`config.mk`:
```
export PLATFORM = sky130hd
export DESIGN_NAME = lost_track_recovery_table_flat
export DESIGN_NICKNAME = d
export VERILOG_FILES = /design/src/hdl/lrt_pkg.sv /design/src/hdl/lrt_ifs.sv /design/src/hdl/lost_track_recovery_table.sv /design/src/hdl/lrt_ctrl.sv /design/src/hdl/lrt_dp.sv /design/src/flat_wrapper.sv
export SDC_FILE = /design/constraint.sdc
export NUM_CORES = 2
export LEC_CHECK = 0
export BUFFER_PORTS_ARGS = -buffer_cell sky130_fd_sc_hd__clkbuf_2
export CELL_PAD_IN_SITES_DETAIL_PLACEMENT = 1
export CELL_PAD_IN_SITES_GLOBAL_PLACEMENT = 1
export CORE_MARGIN = 4
export CORE_UTILIZATION = 40
export CTS_BUF_LIST = sky130_fd_sc_hd__clkbuf_8
export CTS_CLUSTER_DIAMETER = 60
export DETAILED_ROUTE_END_ITERATION = 8
export HOLD_SLACK_MARGIN = 0.08
export PLACE_DENSITY = 0.63
export SYNTH_ARGS = -nofsm -noshare
export SYNTH_HDL_FRONTEND = slang
export SYNTH_SLANG_ARGS = --single-unit
export TNS_END_PERCENT = 20
```
`constraint.sdc`:
```
create_clock -name i_clk -period 12.4 [get_ports i_clk]
set_input_delay 1.86 -clock i_clk [delete_from_list [all_inputs] [get_ports i_clk]]
set_output_delay 1.86 -clock i_clk [all_outputs]
set_load 0.05 [all_outputs]
```
`src/hdl/lrt_pkg.sv`:
```
package lrt_pkg;

    localparam int ID_W      = 16;
    localparam int FIELD_W   = 12;
    localparam int CLASS_W   = 8;
    localparam int MISS_W    = 9;
    localparam int OCC_W     = 5;
    localparam int MLIM_W    = 8;
    localparam int DLIM_W    = 12;
    localparam int CFG_IDX_W = 1;

    typedef enum logic [1:0] {
        CMD_STORE = 2'd0,
        CMD_TICK  = 2'd1,
        CMD_QUERY = 2'd2,
        CMD_NOP   = 2'd3
    } t_cmd;

    typedef enum logic [CFG_IDX_W-1:0] {
        REG_MISSING_LIMIT  = 1'b0,
        REG_DISTANCE_LIMIT = 1'b1
    } t_cfg_reg;

    localparam logic [MLIM_W-1:0] MISSING_LIMIT_RST  = 8'd30;
    localparam logic [DLIM_W-1:0] DISTANCE_LIMIT_RST = 12'd50;
    localparam logic [MISS_W-1:0] MISS_MAX           = '1;

    // controller -> datapath
    typedef struct packed {
        logic accept;
        logic store;
        logic rd;
        logic rd_next;
        logic tick_ev;
        logic sq;
        logic hit;
        logic next;
        logic shift_wr;
        logic tick_end;
        logic q_end;
        logic load_out;
    } t_dp_cmd;

    // datapath -> controller
    typedef struct packed {
        logic full;
        logic walk_end;
        logic shift_end;
        logic match;
    } t_dp_stat;

endpackage

```
`src/hdl/lrt_ifs.sv`:
```
interface lrt_in_if;
    import lrt_pkg::*;
    logic                valid;
    logic                ready;
    t_cmd                cmd;
    logic [ID_W-1:0]     lost_id;
    logic [FIELD_W-1:0]  box_x;
    logic [FIELD_W-1:0]  box_y;
    logic [FIELD_W-1:0]  box_w;
    logic [FIELD_W-1:0]  box_h;
    logic [CLASS_W-1:0]  obj_class;

    modport source (output valid, cmd, lost_id, box_x, box_y, box_w, box_h, obj_class,
                    input ready);
    modport sink   (input valid, cmd, lost_id, box_x, box_y, box_w, box_h, obj_class,
                    output ready);
endinterface

interface lrt_out_if;
    import lrt_pkg::*;
    logic              valid;
    logic              ready;
    logic              found;
    logic [ID_W-1:0]   match_id;
    logic              dropped;
    logic [OCC_W-1:0]  occupancy;

    modport source (output valid, found, match_id, dropped, occupancy, input ready);
    modport sink   (input valid, found, match_id, dropped, occupancy, output ready);
endinterface

interface lrt_cfg_if;
    import lrt_pkg::*;
    logic               valid;
    logic               ready;
    t_cfg_reg           index;
    logic [DLIM_W-1:0]  data;

    modport source (output valid, index, data, input ready);
    modport sink   (input valid, index, data, output ready);
endinterface

```
`src/hdl/lost_track_recovery_table.sv`:
```
// Lost track recovery table.
// Input channel i_in: one word per command (store, tick, query, no-op).
// Output channel o_out: exactly one result word per input word, in order.
// Config channel i_cfg: index 0 missing_limit, index 1 distance_limit;
//   always ready, write only while the block is idle.
// One item at a time; entries walked one per step through a single-port
// table memory (one write, one registered read per cycle):
//   store         : accept, table write, result load
//   no-op         : accept, result load
//   tick          : each of the N entries held read, aged, kept or dropped
//   query miss    : per entry a read, squared distances, a compare
//   query hit     : walk to hit at k (oldest is 0), later entries moved down
// The input is ready again the cycle after a result is loaded, so a new
// word is taken while the previous result still waits in the output
// register.
// If the receiver stalls with a result waiting, the next item finishes its
// work and then holds until the output register is free.
// Reset (synchronous, active low): table emptied (occupancy zero), limits
// return to 30 frames and 50 pixels; no clearing pass is needed.
module lost_track_recovery_table #(
    parameter int TABLE_DEPTH = 16,
    parameter int COORD_BITS  = 12
) (
    input  logic      i_clk,
    input  logic      i_rst_n,
    lrt_in_if.sink    i_in,
    lrt_out_if.source o_out,
    lrt_cfg_if.sink   i_cfg
);
    import lrt_pkg::*;

    t_dp_cmd  cmd;
    t_dp_stat stat;

    // config writes land directly in the datapath limit registers
    assign i_cfg.ready = 1'b1;

    lrt_ctrl u_ctrl (
        .i_clk       (i_clk),
        .i_rst_n     (i_rst_n),
        .i_in_valid  (i_in.valid),
        .i_in_cmd    (i_in.cmd),
        .o_in_ready  (i_in.ready),
        .o_out_valid (o_out.valid),
        .i_out_ready (o_out.ready),
        .i_stat      (stat),
        .o_cmd       (cmd)
    );

    lrt_dp #(
        .TABLE_DEPTH (TABLE_DEPTH),
        .COORD_BITS  (COORD_BITS)
    ) u_dp (
        .i_clk       (i_clk),
        .i_rst_n     (i_rst_n),
        .i_cmd       (cmd),
        .o_stat      (stat),
        .i_cfg_we    (i_cfg.valid),
        .i_cfg_idx   (i_cfg.index),
        .i_cfg_data  (i_cfg.data),
        .i_lost_id   (i_in.lost_id),
        .i_box_x     (i_in.box_x),
        .i_box_y     (i_in.box_y),
        .i_box_w     (i_in.box_w),
        .i_box_h     (i_in.box_h),
        .i_obj_class (i_in.obj_class),
        .o_found     (o_out.found),
        .o_match_id  (o_out.match_id),
        .o_dropped   (o_out.dropped),
        .o_occupancy (o_out.occupancy)
    );

endmodule

```
`src/hdl/lrt_ctrl.sv`:
```
module lrt_ctrl (
    input  logic              i_clk,
    input  logic              i_rst_n,
    input  logic              i_in_valid,
    input  lrt_pkg::t_cmd     i_in_cmd,
    output logic              o_in_ready,
    output logic              o_out_valid,
    input  logic              i_out_ready,
    input  lrt_pkg::t_dp_stat i_stat,
    output lrt_pkg::t_dp_cmd  o_cmd
);
    import lrt_pkg::*;

    typedef enum logic [3:0] {
        S_IDLE,
        S_STORE,
        S_RD,
        S_TEV,
        S_SQ,
        S_CMP,
        S_SRD,
        S_SWR,
        S_TEND,
        S_QEND,
        S_FIN
    } t_state;

    t_state r_state, n_state;
    t_cmd   r_mode, n_mode;
    logic   r_out_valid, n_out_valid;

    always_comb begin
        n_state     = r_state;
        n_mode      = r_mode;
        n_out_valid = r_out_valid;
        o_cmd       = '0;
        if (r_out_valid && i_out_ready) begin
            n_out_valid = 1'b0;
        end
        case (r_state)
            S_IDLE: begin
                if (i_in_valid) begin
                    o_cmd.accept = 1'b1;
                    n_mode       = i_in_cmd;
                    case (i_in_cmd)
                        CMD_STORE: n_state = S_STORE;
                        CMD_TICK:  n_state = S_RD;
                        CMD_QUERY: n_state = S_RD;
                        default:   n_state = S_FIN;
                    endcase
                end
            end
            S_STORE: begin
                o_cmd.store = 1'b1;
                n_state     = S_FIN;
            end
            S_RD: begin
                if (i_stat.walk_end) begin
                    n_state = (r_mode == CMD_TICK) ? S_TEND : S_FIN;
                end else begin
                    o_cmd.rd = 1'b1;
                    n_state  = (r_mode == CMD_TICK) ? S_TEV : S_SQ;
                end
            end
            S_TEV: begin
                o_cmd.tick_ev = 1'b1;
                n_state       = S_RD;
            end
            S_SQ: begin
                o_cmd.sq = 1'b1;
                n_state  = S_CMP;
            end
            S_CMP: begin
                if (i_stat.match) begin
                    o_cmd.hit = 1'b1;
                    n_state   = S_SRD;
                end else begin
                    o_cmd.next = 1'b1;
                    n_state    = S_RD;
                end
            end
            S_SRD: begin
                if (i_stat.shift_end) begin
                    n_state = S_QEND;
                end else begin
                    o_cmd.rd_next = 1'b1;
                    n_state       = S_SWR;
                end
            end
            S_SWR: begin
                o_cmd.shift_wr = 1'b1;
                n_state        = S_SRD;
            end
            S_TEND: begin
                o_cmd.tick_end = 1'b1;
                n_state        = S_FIN;
            end
            S_QEND: begin
                o_cmd.q_end = 1'b1;
                n_state     = S_FIN;
            end
            S_FIN: begin
                if (!r_out_valid || i_out_ready) begin
                    o_cmd.load_out = 1'b1;
                    n_out_valid    = 1'b1;
                    n_state        = S_IDLE;
                end
            end
            default: begin
                n_state = S_IDLE;
            end
        endcase
    end

    always_ff @(posedge i_clk) begin
        if (!i_rst_n) begin
            r_state     <= S_IDLE;
            r_mode      <= CMD_NOP;
            r_out_valid <= 1'b0;
        end else begin
            r_state     <= n_state;
            r_mode      <= n_mode;
            r_out_valid <= n_out_valid;
        end
    end

    assign o_in_ready  = (r_state == S_IDLE);
    assign o_out_valid = r_out_valid;

endmodule

```
`src/hdl/lrt_dp.sv`:
```
module lrt_dp #(
    parameter int TABLE_DEPTH = 16,
    parameter int COORD_BITS  = 12
) (
    input  logic                         i_clk,
    input  logic                         i_rst_n,
    input  lrt_pkg::t_dp_cmd             i_cmd,
    output lrt_pkg::t_dp_stat            o_stat,
    input  logic                         i_cfg_we,
    input  lrt_pkg::t_cfg_reg            i_cfg_idx,
    input  logic [lrt_pkg::DLIM_W-1:0]   i_cfg_data,
    input  logic [lrt_pkg::ID_W-1:0]     i_lost_id,
    input  logic [lrt_pkg::FIELD_W-1:0]  i_box_x,
    input  logic [lrt_pkg::FIELD_W-1:0]  i_box_y,
    input  logic [lrt_pkg::FIELD_W-1:0]  i_box_w,
    input  logic [lrt_pkg::FIELD_W-1:0]  i_box_h,
    input  logic [lrt_pkg::CLASS_W-1:0]  i_obj_class,
    output logic                         o_found,
    output logic [lrt_pkg::ID_W-1:0]     o_match_id,
    output logic                         o_dropped,
    output logic [lrt_pkg::OCC_W-1:0]    o_occupancy
);
    import lrt_pkg::*;

    localparam int AW     = (TABLE_DEPTH > 1) ? $clog2(TABLE_DEPTH) : 1;
    localparam int CNT_W  = $clog2(TABLE_DEPTH + 1);
    localparam int CB     = COORD_BITS;
    localparam int CEN_W  = CB + 2;
    localparam int SQ_W   = 2 * CEN_W;
    localparam int SUM_W  = SQ_W + 1;
    localparam int LIM_W  = DLIM_W + 1;
    localparam int LIM2_W = 2 * LIM_W;
    localparam int CMP_W  = (SUM_W > LIM2_W) ? SUM_W : LIM2_W;

    typedef struct packed {
        logic [ID_W-1:0]    id;
        logic [CB-1:0]      x;
        logic [CB-1:0]      y;
        logic [CB-1:0]      w;
        logic [CB-1:0]      h;
        logic [CLASS_W-1:0] cls;
        logic [MISS_W-1:0]  missed;
    } t_entry;

    t_entry r_mem [TABLE_DEPTH];
    t_entry r_rd;
    t_entry r_q;

    logic [CNT_W-1:0]  r_count, r_idx, r_keep;
    logic [MLIM_W-1:0] r_miss_lim;
    logic [DLIM_W-1:0] r_dist_lim;
    logic [CEN_W-1:0]  r_qx, r_qy;
    logic [LIM2_W-1:0] r_lim2;
    logic [SQ_W-1:0]   r_dx2, r_dy2;
    logic              r_cls_eq;
    logic              r_found, r_dropped;
    logic [ID_W-1:0]   r_reuse;
    logic              r_o_found, r_o_dropped;
    logic [ID_W-1:0]   r_o_reuse;
    logic [OCC_W-1:0]  r_o_occ;

    logic [CB-1:0]     in_x, in_y, in_w, in_h;
    logic [CNT_W-1:0]  idx_p1;
    logic [MISS_W-1:0] m_inc;
    logic              keep_it;
    logic [CEN_W-1:0]  e_cx, e_cy, ax, ay;
    logic [SQ_W-1:0]   dx2, dy2;
    logic [LIM_W-1:0]  lim;
    logic [LIM2_W-1:0] lim2;
    logic [CMP_W-1:0]  dist2;
    logic              wr_en;
    logic [AW-1:0]     wr_addr, rd_addr;
    t_entry            wr_data;

    // box fields cut to the coordinate width
    assign in_x = CB'(i_box_x);
    assign in_y = CB'(i_box_y);
    assign in_w = CB'(i_box_w);
    assign in_h = CB'(i_box_h);

    assign idx_p1  = r_idx + 1'b1;
    assign m_inc   = (r_rd.missed == MISS_MAX) ? r_rd.missed : r_rd.missed + 1'b1;
    assign keep_it = (m_inc <= MISS_W'(r_miss_lim));

    // doubled centres, absolute differences, squares
    assign e_cx = (CEN_W'(r_rd.x) << 1) + CEN_W'(r_rd.w);
    assign e_cy = (CEN_W'(r_rd.y) << 1) + CEN_W'(r_rd.h);
    assign ax   = (r_qx >= e_cx) ? (r_qx - e_cx) : (e_cx - r_qx);
    assign ay   = (r_qy >= e_cy) ? (r_qy - e_cy) : (e_cy - r_qy);
    assign dx2  = SQ_W'(ax) * SQ_W'(ax);
    assign dy2  = SQ_W'(ay) * SQ_W'(ay);
    assign lim  = {r_dist_lim, 1'b0};
    assign lim2 = LIM2_W'(lim) * LIM2_W'(lim);
    assign dist2 = CMP_W'(r_dx2) + CMP_W'(r_dy2);

    assign o_stat.full      = (r_count == CNT_W'(TABLE_DEPTH));
    assign o_stat.walk_end  = (r_idx >= r_count);
    assign o_stat.shift_end = (idx_p1 >= r_count);
    assign o_stat.match     = r_cls_eq && (dist2 <= CMP_W'(r_lim2));

    // single write port
    always_comb begin
        wr_en   = 1'b0;
        wr_addr = r_count[AW-1:0];
        wr_data = r_q;
        if (i_cmd.store) begin
            wr_en = !o_stat.full;
        end else if (i_cmd.tick_ev) begin
            wr_en          = keep_it;
            wr_addr        = r_keep[AW-1:0];
            wr_data        = r_rd;
            wr_data.missed = m_inc;
        end else if (i_cmd.shift_wr) begin
            wr_en   = 1'b1;
            wr_addr = r_idx[AW-1:0];
            wr_data = r_rd;
        end
    end

    assign rd_addr = i_cmd.rd ? r_idx[AW-1:0] : idx_p1[AW-1:0];

    always_ff @(posedge i_clk) begin
        if (wr_en) begin
            r_mem[wr_addr] <= wr_data;
        end
        if (i_cmd.rd || i_cmd.rd_next) begin
            r_rd <= r_mem[rd_addr];
        end
    end

    // table pointers and limits
    always_ff @(posedge i_clk) begin
        if (!i_rst_n) begin
            r_count    <= '0;
            r_idx      <= '0;
            r_keep     <= '0;
            r_miss_lim <= MISSING_LIMIT_RST;
            r_dist_lim <= DISTANCE_LIMIT_RST;
        end else begin
            if (i_cfg_we) begin
                case (i_cfg_idx)
                    REG_MISSING_LIMIT:  r_miss_lim <= i_cfg_data[MLIM_W-1:0];
                    REG_DISTANCE_LIMIT: r_dist_lim <= i_cfg_data;
                    default: ;
                endcase
            end
            if (i_cmd.accept) begin
                r_idx  <= '0;
                r_keep <= '0;
            end
            if (i_cmd.store && !o_stat.full) begin
                r_count <= r_count + 1'b1;
            end
            if (i_cmd.tick_ev) begin
                r_idx <= idx_p1;
                if (keep_it) begin
                    r_keep <= r_keep + 1'b1;
                end
            end
            if (i_cmd.next || i_cmd.shift_wr) begin
                r_idx <= idx_p1;
            end
            if (i_cmd.tick_end) begin
                r_count <= r_keep;
            end
            if (i_cmd.q_end) begin
                r_count <= r_count - 1'b1;
            end
        end
    end

    // item payload and result word
    always_ff @(posedge i_clk) begin
        if (i_cmd.accept) begin
            r_q.id     <= i_lost_id;
            r_q.x      <= in_x;
            r_q.y      <= in_y;
            r_q.w      <= in_w;
            r_q.h      <= in_h;
            r_q.cls    <= i_obj_class;
            r_q.missed <= '0;
            r_qx       <= (CEN_W'(in_x) << 1) + CEN_W'(in_w);
            r_qy       <= (CEN_W'(in_y) << 1) + CEN_W'(in_h);
            r_lim2     <= lim2;
            r_found    <= 1'b0;
            r_reuse    <= '0;
            r_dropped  <= 1'b0;
        end
        if (i_cmd.store && o_stat.full) begin
            r_dropped <= 1'b1;
        end
        if (i_cmd.sq) begin
            r_dx2    <= dx2;
            r_dy2    <= dy2;
            r_cls_eq <= (r_rd.cls == r_q.cls);
        end
        if (i_cmd.hit) begin
            r_found <= 1'b1;
            r_reuse <= r_rd.id;
        end
        if (i_cmd.load_out) begin
            r_o_found   <= r_found;
            r_o_reuse   <= r_reuse;
            r_o_dropped <= r_dropped;
            r_o_occ     <= OCC_W'(r_count);
        end
    end

    assign o_found     = r_o_found;
    assign o_match_id  = r_o_reuse;
    assign o_dropped   = r_o_dropped;
    assign o_occupancy = r_o_occ;

endmodule

```
`src/flat_wrapper.sv`:
```
// flat-port wrapper written by rule: the top's interface ports become plain ports
module lost_track_recovery_table_flat import lrt_pkg::*;
#(
    parameter int TABLE_DEPTH = 16,
    parameter int COORD_BITS  = 12
)
  (i_clk, i_rst_n, i_in_valid, i_in_cmd, i_in_lost_id, i_in_box_x, i_in_box_y, i_in_box_w, i_in_box_h, i_in_obj_class, i_in_ready, o_out_valid, o_out_found, o_out_match_id, o_out_dropped, o_out_occupancy, o_out_ready, i_cfg_valid, i_cfg_index, i_cfg_data, i_cfg_ready);
  lrt_in_if i_in_i ();
  lrt_out_if o_out_i ();
  lrt_cfg_if i_cfg_i ();
  input  logic i_clk;
  input  logic i_rst_n;
  input wire logic [$bits(i_in_i.valid)-1:0] i_in_valid;
  input wire logic [$bits(i_in_i.cmd)-1:0] i_in_cmd;
  input wire logic [$bits(i_in_i.lost_id)-1:0] i_in_lost_id;
  input wire logic [$bits(i_in_i.box_x)-1:0] i_in_box_x;
  input wire logic [$bits(i_in_i.box_y)-1:0] i_in_box_y;
  input wire logic [$bits(i_in_i.box_w)-1:0] i_in_box_w;
  input wire logic [$bits(i_in_i.box_h)-1:0] i_in_box_h;
  input wire logic [$bits(i_in_i.obj_class)-1:0] i_in_obj_class;
  output wire logic [$bits(i_in_i.ready)-1:0] i_in_ready;
  output wire logic [$bits(o_out_i.valid)-1:0] o_out_valid;
  output wire logic [$bits(o_out_i.found)-1:0] o_out_found;
  output wire logic [$bits(o_out_i.match_id)-1:0] o_out_match_id;
  output wire logic [$bits(o_out_i.dropped)-1:0] o_out_dropped;
  output wire logic [$bits(o_out_i.occupancy)-1:0] o_out_occupancy;
  input wire logic [$bits(o_out_i.ready)-1:0] o_out_ready;
  input wire logic [$bits(i_cfg_i.valid)-1:0] i_cfg_valid;
  input wire logic [$bits(i_cfg_i.index)-1:0] i_cfg_index;
  input wire logic [$bits(i_cfg_i.data)-1:0] i_cfg_data;
  output wire logic [$bits(i_cfg_i.ready)-1:0] i_cfg_ready;
  assign i_in_i.valid = i_in_valid;
  assign i_in_i.cmd = i_in_cmd;
  assign i_in_i.lost_id = i_in_lost_id;
  assign i_in_i.box_x = i_in_box_x;
  assign i_in_i.box_y = i_in_box_y;
  assign i_in_i.box_w = i_in_box_w;
  assign i_in_i.box_h = i_in_box_h;
  assign i_in_i.obj_class = i_in_obj_class;
  assign i_in_ready = i_in_i.ready;
  assign o_out_valid = o_out_i.valid;
  assign o_out_found = o_out_i.found;
  assign o_out_match_id = o_out_i.match_id;
  assign o_out_dropped = o_out_i.dropped;
  assign o_out_occupancy = o_out_i.occupancy;
  assign o_out_i.ready = o_out_ready;
  assign i_cfg_i.valid = i_cfg_valid;
  assign i_cfg_i.index = i_cfg_index;
  assign i_cfg_i.data = i_cfg_data;
  assign i_cfg_ready = i_cfg_i.ready;
  lost_track_recovery_table #(.TABLE_DEPTH(TABLE_DEPTH), .COORD_BITS(COORD_BITS)) u_core (.i_clk(i_clk), .i_rst_n(i_rst_n), .i_in(i_in_i), .o_out(o_out_i), .i_cfg(i_cfg_i));
endmodule
```
Yosys cells after proc, flatten, opt, wreduce, memory -nomap -nowiden
Memory sizes are Yosys's and may differ from the RTL's. A register that Yosys moved wholly into a read port is not among the register bits.
Cells that the tools add are included.
- bits in registers: 264
- bits in latches: 0
- RAM bits: 1296
- memory bits (read-only): 0
- input port bits: 92
- output and inout bits: 26
- logic and storage cells: 145
- memories kept: 1
- memory list (memory ; depth ; bits a word ; rd ports ; clocked after Yosys merged registers in ; write ports ; line ; RTL):
    u_core.u_dp.r_mem ; 16 ; 81 ; 1 ; 1 ; 1 ; lrt_dp.sv:45 ; t_entry r_mem [TABLE_DEPTH];
- $add $sub $neg: 14
- $mul: 3
- div/mod/pow operators: 0
- order comparisons: 6
- equality and inequality tests: 18
- shift-type cells: 0
- muxes and demuxes: 55
- bitwise operators: 1
- reductions and logical operators: 20
- operators with widths (operator ; count):
    2-to-1 mux 81 bit ; 3
    adder 13 x 12 -> 14 bit ; 4
    multiplier 14 x 14 -> 28 bit ; 2
    subtractor 14 bit ; 4
    2-to-1 mux 5 bit ; 9
    case mux 4 bit (9 select lines) ; 1
    2-to-1 mux 16 bit ; 2
    2-to-1 mux 4 bit ; 8
    adder 28 x 28 -> 29 bit ; 1
    <= comparator 29 x 26 -> 1 bit ; 1
    greater-or-equal comparator 14 bit ; 2
    2-to-1 mux 14 bit ; 2
    multiplier 12 x 12 -> 24 bit ; 1
    2-to-1 mux 1 bit ; 24
    == test 4 x 3 -> 1 bit (second input constant) ; 4
    adder 5 x 1 -> 5 bit (second input constant) ; 3
    == test 4 bit (second input constant) ; 3
    greater-or-equal comparator 5 bit ; 2
    adder 9 x 1 -> 9 bit (second input constant) ; 1
    == test 9 bit (second input constant) ; 1
    <= comparator 9 x 8 -> 1 bit ; 1
    2-to-1 mux 9 bit ; 1
    == test 4 x 2 -> 1 bit (second input constant) ; 2
    == test 8 bit ; 1
    other kinds (20) ; 34

Depth between registers and ports, before layout
- word-level depth: 7
- mapped depth: 50
- depth with buffers taken out: 49

Modules after synthesis
Synthesis repeated with hierarchy kept, for this count alone.
- cell total of the unflattened synthesis: 5129
- area total of the unflattened synthesis: 81976.1 um^2
- modules (own cells, without submodules) (module ; times used ; cells each ; area each (um^2) ; seq. area each (um^2)):
    lrt_dp ; 1 ; 5053 ; 81414.3 ; 48546.6
    lrt_ctrl ; 1 ; 74 ; 550.5 ; 140.1
    lost_track_recovery_table ; 1 ; 2 ; 11.3 ; 0.0

Worst setup path after synthesis
No wires, ideal clock.
- path type: reg2reg
- from: reg u_core.u_dp.r_rd[30] (netlist name)
- to: reg u_core.u_dp.r_dx2[26] (data pin)
- setup time: 258 ps
- arrival: 9977 ps
- required time: 12142 ps
- path slack: 2166 ps
- stages on the path, launching flop included: 47
- buffers on the path: 1
- period minus slack after synthesis: 10234 ps
- path through: edfxtp_1 -> ha_1 -> fa_1 -> a21oi_1 -> nor2_1 -> nor2_1 -> o21bai_1 -> a21oi_1 -> o21bai_1 -> a21oi_1 -> o21bai_1 -> a21oi_1 -> xnor2_1 -> ha_1 -> a21oi_1 -> and2_1 -> a22o_1 -> a21o_1 -> [11 not listed] -> inv_1 -> fa_1 -> inv_1 -> fa_1 -> inv_1 -> fa_1 -> inv_1 -> ha_1 -> nand2_1 -> nor2_1 -> a211o_1 -> o211ai_1 -> a31oi_1 -> o21a_1 -> o21a_1 -> a311o_1 -> a21oi_1 -> xnor2_1
- longest elaborated chain between the ends: 4
- elaborated cells on any way between the ends: 6
- classes of those cells: add/sub: 3; mul: 1; order compare: 1; mux: 1
- ends and longest elaborated chain (what ; line ; RTL):
    adder 13 x 12 -> 14 bit * ; lrt_dp.sv:86 ; assign e_cx = (CEN_W'(r_rd.x) << 1) + CEN_W'(r_rd.w);
    subtractor 14 bit or greater-or-equal comparator 14 bit (tied branches) ; lrt_dp.sv:88 ; assign ax = (r_qx >= e_cx) ? (r_qx - e_cx) : (e_cx - r_qx);
    2-to-1 mux 14 bit * ; lrt_dp.sv:88 ;
    multiplier 14 x 14 -> 28 bit * ; lrt_dp.sv:90 ; assign dx2 = SQ_W'(ax) * SQ_W'(ax);
    named net u_core.u_dp.dx2[26] ; lrt_dp.sv:67 ; logic [SQ_W-1:0] dx2, dy2;
    end signal, assigned ; lrt_dp.sv:193 ; r_dx2 <= dx2;
    end, declared ; lrt_dp.sv:54 ; logic [SQ_W-1:0] r_dx2, r_dy2;
Mark *: on every way through the listed nets, which the timed path passes. The rest lies on a longest branch.
A chain may end at the register's enable or synchronous reset.

Worst setup path in the final report
- from: reg u_core.u_dp.r_rd[30] (netlist name)
- to: reg u_core.u_dp.r_dx2[26] (data pin)
- longest elaborated chain between the ends: 4
- elaborated cells on any way between the ends: 6
- classes of those cells: add/sub: 3; mul: 1; order compare: 1; mux: 1
- ends and longest elaborated chain (what ; line):
    adder 13 x 12 -> 14 bit * ; lrt_dp.sv:86
    subtractor 14 bit or greater-or-equal comparator 14 bit (tied branches) ; lrt_dp.sv:88
    2-to-1 mux 14 bit * ; lrt_dp.sv:88
    multiplier 14 x 14 -> 28 bit * ; lrt_dp.sv:90
    named net u_core.u_dp.dx2[26] ; lrt_dp.sv:67
Marked as above.

==> impl_results.md <==
- WP data required: 13.11 ns
- Final period util: 93.5%
- Mapped Cells: 5259
- Deepest clock path buffer count: 4
- Skew-Pair Late Insertion Delay: 1.02 ns
- Kind of critical path: register to register
- Core area: 205000 um^2
- TNS Setup: 0 ns
- Largest net degree at the start of global routing: 148
- Die Ht: 462 um
- RSZ-0062 raised after global routing: no
- Final WL: 210000 um
- DRT antenna net count: 0
- Max-slew violations: 0
- Outcome: finished, final reports clean
- # rows: 166
- Synth cell types: 102
- RR Startpoint: u_core.u_dp.r_rd[30]
- CP max stage delay: 0.70 ns
- Final Critical Period: 11.59 ns
- First-pass GRT wire length: 317000 um
- DRC: 0
- Via count of the first global-routing pass: 49.7k
- # port buffers: 116
- DR WL/cell: 24.8 um
- Syn Area/Cell: 15.7 um^2
- CTS Hold Bufs: 0
- Slew margin rel.: 20.3%
- Flops & latches, synth: 1636
- Die area: 213000 um^2
- Synth area leaders: edfxtp_1, mux4_2, fa_1
- # setup viols final: 0
- EDFF count, synth: 1592
- Root Buffer: clkbuf_8
- Crit path buffers/inverters: 5
- Family with the most delay on the worst path: adder cells
- GRT Resource Usage Total: 19.9%
- Starting Density: 40.2%
- Hold Crit Class: register to register
- Critical Path Start Type: register
- Via-to-Cell Ratio: 5.34
- Global route total overflow: 0
- Worst Setup SP: u_core.u_dp.r_rd[30]
- Max-Cap Viols: 0
- Fmax: 86.3 MHz
- Final nets: 6389
- Router iterations before antenna repair: 6
- Fillers: 20.2k
- CTS tree: yes
- Antenna violations before repair: 9
- Reg clk slew, reported paths: 0.06 ns
- CTS buffer count: 295
- 1st-iter DRT viols: 3570
- Boundary pin count: 118
- Post-CTS setup repair buffer count: 0
- Area Growth Syn to Fin: 11.0%
- Worst setup EP type: register
- Share of cells above drive strength 1: 17.8%
- Critical-path top delay cell: xnor2_1
- Final Hold Fails: 0
- Seq/Total Area, Yosys: 59.1%
- Max FO, Critical Path: 9
- H-tree Lvls: 5
- Post-Syn Area: 82400 um^2
- Synth warnings: 0
- FFs w/ async S/R, synth: 0%
- Final HPWL from detailed placement: 125000 um
- Critical Path AT: 12.30 ns
- Area leader, netlist: edfxtp_1
- Hold Slack: 0.409 ns
- Clk_skew: 0.0755 ns
- Top cell type's share of synthesized area: 58.0%
- CTS sink cnt: 1636
- Main synth FF type: edfxtp_1
- Post-CTS Resized: 0
- HP Start: u_core.u_dp.r_reuse[10]
- Die X: 462 um
- Mapped Nets: 6075
- Via count: 45.1k
- GPL Wtd Cong: 0.814
- Worst Tran Pin Value: 1.18 ns
-- logic make-up (layout without fill, tap and decap cells) --
group | count (synthesis) | in the layout | synth area share, %
simple gates | 957 | 957 | 5.23
other cells | 1 | 2 | 0.00455
fa+ha+maj | 724 | 724 | 13.9
xor+xnor | 192 | 192 | 2.15
compound gates | 536 | 536 | 4.30
flops | 1636 | 1636 | 59.1
mux | 438 | 438 | 11.5
buf+inv | 775 | 1278 | 3.81
-- final timing paths --
path	slack, ns	endpoint	cells past startpoint
worst min-delay path	0.41	u_core.u_dp.o_match_id[10]	0
worst min register to register	0.41	u_core.u_dp.o_match_id[10]	0
worst max register to register	0.81	u_core.u_dp.r_dx2[26]	43
worst max-delay path	0.81	u_core.u_dp.r_dx2[26]	43
-- per-stage QoR --
step | utilization (%) | cells | worst slack, ns | instance area [um^2]
floorplan | - | 5259 | 2.17 | 82400
global placement | 42.1 | 7964 | 0.987 | 86300
detailed placement | 42.1 | 7964 | 0.571 | 86300
CTS | 44.6 | 8450 | 0.563 | 91400
global route | 44.7 | 8451 | 0.0388 | 91500
finish | 44.7 | 8451 | 0.811 | 91500
-- cell usage after synthesis, types with 6 or more instances --
master	number
nand3b_1	6
nor2_1	193
a211oi_1	11
clkbuf_1	72
a21oi_1	158
or2_2	6
o21ai_1	10
mux4_2	405
fa_1	318
inv_1	596
or3_1	7
nand2_1	470
o21a_1	27
xnor2_1	125
buf_1	8
and2_1	79
nand2b_1	32
nand3_1	41
edfxtp_1	1592
o21ai_0	87
nor3_1	21
mux2i_1	21
mux2_2	8
inv_2	7
nor2b_1	38
a22o_1	9
buf_4	25
ha_1	406
a31oi_1	11
nand4_1	19
o211ai_1	8
dfxtp_1	44
o31a_1	7
a21boi_0	24
buf_6	8
xor2_1	60
a21o_1	86
buf_2	52
o21bai_1	31
and3_1	20
-- sequential cells by signal, summed over array words and instances, names as in the netlist, 2 cells and up --
| signal | cells |
|---|---|
| u_core.u_dp.r_mem | 1296 |
| u_core.u_dp.r_rd | 81 |
| u_core.u_dp.r_q | 72 |
| u_core.u_dp.r_dx2 | 27 |
| u_core.u_dp.r_dy2 | 27 |
| u_core.u_dp.r_lim2 | 23 |
| u_core.u_dp.o_match_id | 16 |
| u_core.u_dp.r_reuse | 16 |
| u_core.u_dp.r_qx | 13 |
| u_core.u_dp.r_qy | 13 |
| u_core.u_dp.r_dist_lim | 12 |
| u_core.u_dp.r_miss_lim | 8 |
| u_core.u_dp.o_occupancy | 5 |
| u_core.u_dp.r_count | 5 |
| u_core.u_dp.r_idx | 5 |
| u_core.u_dp.r_keep | 5 |
| u_core.u_ctrl.r_state | 4 |
| u_core.u_ctrl.r_mode | 2 |
-- layer usage --
| metal | global-route usage, % | share of wire, % | vias to the layer above |
|---|---|---|---|
| met5 | 0 | 0.0067 | - |
| met4 | 5.29 | 2.3 | 2 |
| met3 | 3.68 | 5.3 | 303 |
| met2 | 32.7 | 49 | 1148 |
| met1 | 27.5 | 44 | 23700 |
| li1 | - | - | 19900 |
-- placed cells by master, fill, tap and decap left out, types with 12 or more instances in the layout --
cell         n
a21oi_1    157
buf_4       56
clkinv_1    66
buf_12      12
ha_1       406
nor2_1     176
nand3_1     41
nor2_4      17
nor3_1      21
clkbuf_2   116
a21o_1      86
inv_1      673
nand4_1     19
mux2i_1     21
fa_1       318
edfxtp_1  1592
o21a_1      27
dfxtp_1     44
o21bai_1    31
xnor2_1    122
and3_1      19
and2_1      78
nand2b_1    32
a21boi_0    24
o21ai_0     86
nor2b_1     37
clkbuf_8   302
nand2_1    469
xor2_1      59
mux4_2     405
clkinv_2    30
-- layout make-up --
| class | instances | area (um^2) | area share, % |
|---|---|---|---|
| multi-input combinational | 2848 | 30800 | 33.6 |
| tap | 2688 | 3360 | 3.68 |
| inverter | 608 | 2290 | 2.50 |
| clock inverter | 184 | 960 | 1.05 |
| antenna | 1 | 2.50 | 0.00274 |
| timing repair buffer | 184 | 1240 | 1.36 |
| sequential | 1636 | 48700 | 53.2 |
| clock buffer | 302 | 4160 | 4.55 |
Power is not shown: default switching activity piles up to over one toggle a cycle in this logic, so the estimate is an artifact.
